`config.mk`:
```
export PLATFORM = sky130hd
export DESIGN_NAME = dcmf_ctrl
export DESIGN_NICKNAME = d
export VERILOG_FILES = /design/src/rtl/dcmf_pkg.sv /design/src/rtl/dcmf_ctrl.sv
export SDC_FILE = /design/constraint.sdc
export NUM_CORES = 1
export LEC_CHECK = 0
export ABC_CLOCK_PERIOD_IN_PS = 1380
export BUFFER_PORTS_ARGS = -buffer_cell sky130_fd_sc_hd__buf_2
export CAP_MARGIN = 25
export CORE_AREA = 2 2 39 41
export DETAILED_ROUTE_END_ITERATION = 12
export DIE_AREA = 0 0 41 43
export GPL_ROUTABILITY_DRIVEN = 1
export PLACE_DENSITY = 0.42
export SKIP_CTS_REPAIR_TIMING = 1
export SYNTH_ARGS = -nofsm -noshare
export SYNTH_HDL_FRONTEND = slang
export SYNTH_SLANG_ARGS = --single-unit
```
`constraint.sdc`:
```
create_clock -name clk -period 1.38 [get_ports clk]
set_clock_uncertainty 0.15 [all_clocks]
set_input_delay 0.276 -clock clk [delete_from_list [all_inputs] [get_ports clk]]
set_output_delay 0.276 -clock clk [all_outputs]
set_load 0.01 [all_outputs]
```
`src/rtl/dcmf_pkg.sv`:
```
// Shared types and codes of the dark channel minimum filter.
// Depends on nothing; used by the controller, the datapath and the top level.
package dcmf_pkg;

    // Item codes on the command field.
    localparam logic CMD_PIXEL = 1'b0;
    localparam logic CMD_FLUSH = 1'b1;

    // Configuration register indexes.
    localparam logic [1:0] REG_WIDTH  = 2'd0;
    localparam logic [1:0] REG_HEIGHT = 2'd1;
    localparam logic [1:0] REG_RADIUS = 2'd2;

    typedef enum logic [2:0] {
        S_IDLE,
        S_CHECK,
        S_SCAN,
        S_DRAIN,
        S_RESULT
    } dcmf_state_t;

    // Commands from the controller to the datapath.
    typedef struct packed {
        logic accept;
        logic load_scan;
        logic scan_step;
        logic finish;
    } dcmf_cmd_t;

    // Status from the datapath to the controller.
    typedef struct packed {
        logic ready;
        logic scan_last;
        logic out_free;
    } dcmf_status_t;

endpackage

```
`src/rtl/dcmf_ctrl.sv`:
```
// Controller state machine of the dark channel minimum filter.
// Depends on dcmf_pkg for the state enum and the command and status structs.
module dcmf_ctrl
    import dcmf_pkg::*;
(
    input  logic         clk,
    input  logic         rst_n,
    input  logic         in_valid,
    output logic         in_stall,
    input  dcmf_status_t status,
    output dcmf_cmd_t    cmd,
    output dcmf_state_t  state
);

    dcmf_state_t state_reg;
    dcmf_state_t state_next;

    always_ff @(posedge clk or negedge rst_n)
    begin
        if (!rst_n)
        begin
            state_reg <= S_IDLE;
        end
        else
        begin
            state_reg <= state_next;
        end
    end

    always_comb
    begin
        state_next = state_reg;
        unique case (state_reg)
            S_IDLE:
            begin
                if (in_valid)
                begin
                    state_next = S_CHECK;
                end
            end
            S_CHECK:
            begin
                state_next = status.ready ? S_SCAN : S_IDLE;
            end
            S_SCAN:
            begin
                if (status.scan_last)
                begin
                    state_next = S_DRAIN;
                end
            end
            S_DRAIN:
            begin
                state_next = S_RESULT;
            end
            S_RESULT:
            begin
                if (status.out_free)
                begin
                    state_next = S_IDLE;
                end
            end
            default:
            begin
                state_next = S_IDLE;
            end
        endcase
    end

    always_comb
    begin
        in_stall      = 1'b1;
        cmd.accept    = 1'b0;
        cmd.load_scan = 1'b0;
        cmd.scan_step = 1'b0;
        cmd.finish    = 1'b0;
        unique case (state_reg)
            S_IDLE:
            begin
                in_stall   = 1'b0;
                cmd.accept = in_valid;
            end
            S_CHECK:
            begin
                cmd.load_scan = status.ready;
            end
            S_SCAN:
            begin
                cmd.scan_step = 1'b1;
            end
            S_DRAIN:
            begin
                cmd.finish = 1'b0;
            end
            S_RESULT:
            begin
                cmd.finish = status.out_free;
            end
            default:
            begin
                in_stall = 1'b1;
            end
        endcase
    end

    assign state = state_reg;

endmodule

```
==> impl_results.md <==
* Synth warn at 0
* Detail Route Antenna Nets at 0
* Iter 0 DRT Violations at 3
* I/O Pins at 14
* Initial antenna violation count at 0
* Synth-to-Final Area Change at 133.8%
* GP Congestion at 0.6483
* Layout cells sized above 1 at 78.95%
* Row cnt at 14
* CTS tree: built
* Place WS at -0.07357 ns
* Final Hold Viols at 0
* Min Clock Period, post-route at 1.660 ns
* #FFs+latches synth at 3
* FF-to-FF End: state[2]$_DFFE_PN0P_
* Mapped Cells at 15
* Hold/Removal Path Class: in2reg
* Worst path top cell family by delay: flip-flops
* Cell Int Power at between 0.5 and 0.6 mW
* RSZ-0062 raised after global routing: true
* Part of the power in the clock network at around 19%
* R2R cell count at 3
* Arr. time, crit path at 1.23 ns
* Maximum level of the CTS H-tree at 1
* Port Buffer Count at 13
* Root buffer selected by CTS: clkbuf_4
* Routed wire per std cell at 9.722 um
* Die W at 41 um
* Fmax at 602.3 MHz
* Commonest non-fill, non-tap cell in the layout: buf_2
* Failing checks: setup timing
* GRT overflow at 0
* Mean Syn Cell Area at 10.84 um^2
* Endpoints failing setup at 5
* Routed WL at 525 um
* Clock-pin slew on the worst setup and hold paths at 0.04 ns
* Vias in the first global route at 202
* Initial core utilization at 11.75%
* Final antenna diode count at 0
* Share of power burned in registers at between 20% and 30%
* Gr usage total at under 10%
* Die Y at about 43 um
* Status: finished, violations left
* Sequential share of the synthesized area at between 40% and 50%
* Crit path capture: cmd[3]
* Switching share of power at 34.75%
* Final Core Density at 27.49%
* CP max-delay cell: dfrtp_2
* Post-Syn Nets at 21
* Crit-path cells: buf_6 > nand2b_4 > nor3_2 > buf_2
* Worst-Margin Slew at ~0.24 ns
* Part of the cycle the worst path needs at 120.3%
* Crit Path Max Fanout at 6
* Global-route wire length before repair at around 800 um
* Met2 GRT Util at 7.500%
* Sequential Area at approximately 78 um^2
* Post-layout nets at between 40 and 50
* DR vias/cell at ~3.8
* Flop2flop setup slack at 0.04 ns
* Max Slew Vio Count at 0
* Busiest layer in global routing: met1
* GR Util met1 at 9.968%
* Max VDD drop at 0.0006655 V
* Psw at around 0.27 mW
* Worst path max stage delay at ~0.44 ns
* Number of flip-flops in the largest register at 3
* Setup WS post-layout at -0.2802 ns
* Cell Area, Synth at 162.7 um^2
* DRC violations left at 0
* Setup crit start: state[1]$_DFFE_PN0P_
* TritonCTS Buffers at 3
* TritonCTS sink count at 3
* Static Leak at 0.1869 nW
* Relative slew slack at 83.87%
* Largest net degree at the start of global routing at 8
* Logic pwr share at 57.6%
* Worst endpoint required time at 0.95 ns
* Setup CP Type: reg2out
* Fill count at around 150
* CP startpoint kind: register
* GR Util met3 at 3.665%
* CTS max path bufs at 2
* Total Neg Setup Slack at -1.127 ns
* Cell Pwr Density at 2067 nW/um^2
* Multi-input gate area at 120.1 um^2
* Commonest non-fill, non-tap cells in the layout: buf_2 (11), buf_6 (5), clkbuf_4 (3)
* Maxcap violations at 0
* Drt pass-1 iters at 2
* CP endpoint kind: primary output
* Distinct cells, synth at 12
* Skew-Pair Late Insertion Delay at 0.23 ns
* Core footprint at 1384 um^2
* Crit. path cell count at 4
* CP bufs+invs at 2
* Die Footprint at roughly 1800 um^2
* Total power at 0.7864 mW
* Reg-to-Reg Start: state[0]$_DFFE_PN0P_
* Via Count at 204
* Worst hold margin at 0.1633 ns
==> cell usage after synthesis <==
cell type	count	area, um^2
nand2b_1	1	6.260
nand2_1	2	7.510
nor4bb_1	1	10.01
or2_1	1	6.260
and4bb_2	1	12.51
nor3_1	1	5.000
dfrtp_1	3	75.07
or3_2	1	7.510
nor3b_1	1	7.510
a211oi_1	1	7.510
nand3b_1	1	7.510
or4b_1	1	10.01
==> routing by layer <==
layer / wire length, um / vias to the layer above
li1: - / 103
met1: 259 / 87
met2: 215 / 14
met3: 50 / 0
met4: 0 / 0
met5: 0 / -
==> final cells by class <==
type / count / share of cell area [%]
Clock buffer: 4 / 6.908
Multi-Input combinational cell: 12 / 31.58
Sequential cell: 3 / 20.39
Tap cell: 16 / 5.263
Timing Repair Buffer: 19 / 35.86
==> worst min-delay path by stage <==
stage               slack [ns]  cells after the start                   end       from
floorplan                -0.17                      0  state[0]$_DFFE_PN0P_      rst_n
global placement         -0.07                      1  state[0]$_DFFE_PN0P_      rst_n
detailed placement       -0.08                      1  state[0]$_DFFE_PN0P_      rst_n
CTS                      -0.33                      1  state[1]$_DFFE_PN0P_      rst_n
global route              0.18                      3  state[0]$_DFFE_PN0P_  status[1]
finish                    0.16                      3  state[0]$_DFFE_PN0P_  status[1]
==> worst register-to-register path, stage by stage, from the launching register on <==
cell	delay (ns)
dfrtp_1	0.40
buf_6	0.15
or4b_1	0.51
nand2_1	0.08
==> metrics by stage <==
| step | instances | instance area, um^2 |
|---|---|---|
| floorplan | 15 | 163.9 |
| global placement | 48 | 279.0 |
| detailed placement | 48 | 279.0 |
| CTS | 52 | 305.3 |
| global route | 54 | 380.4 |
| finish | 54 | 380.4 |
==> power groups by stage <==
| stage | Clock (mW) | Combinational [mW] | Sequential (mW) |
|---|---|---|---|
| 2_1_floorplan | 0 | 0.123 | 0.193 |
| 3_3_place_gp | 0 | 0.324 | 0.167 |
| 3_5_place_dp | 0 | 0.323 | 0.171 |
| 4_1_cts | 0.161 | 0.324 | 0.170 |
| 5_1_grt | 0.167 | 0.493 | 0.190 |
| 6_report | 0.152 | 0.453 | 0.182 |
==> kinds of logic after synthesis <==
kind of cell / count (synthesis) / share of synthesized area, %
simple gates: 11 / 49.24
flops: 3 / 46.15
compound gates: 1 / 4.617
No activity file was read; power rests on OpenSTA's default activity.
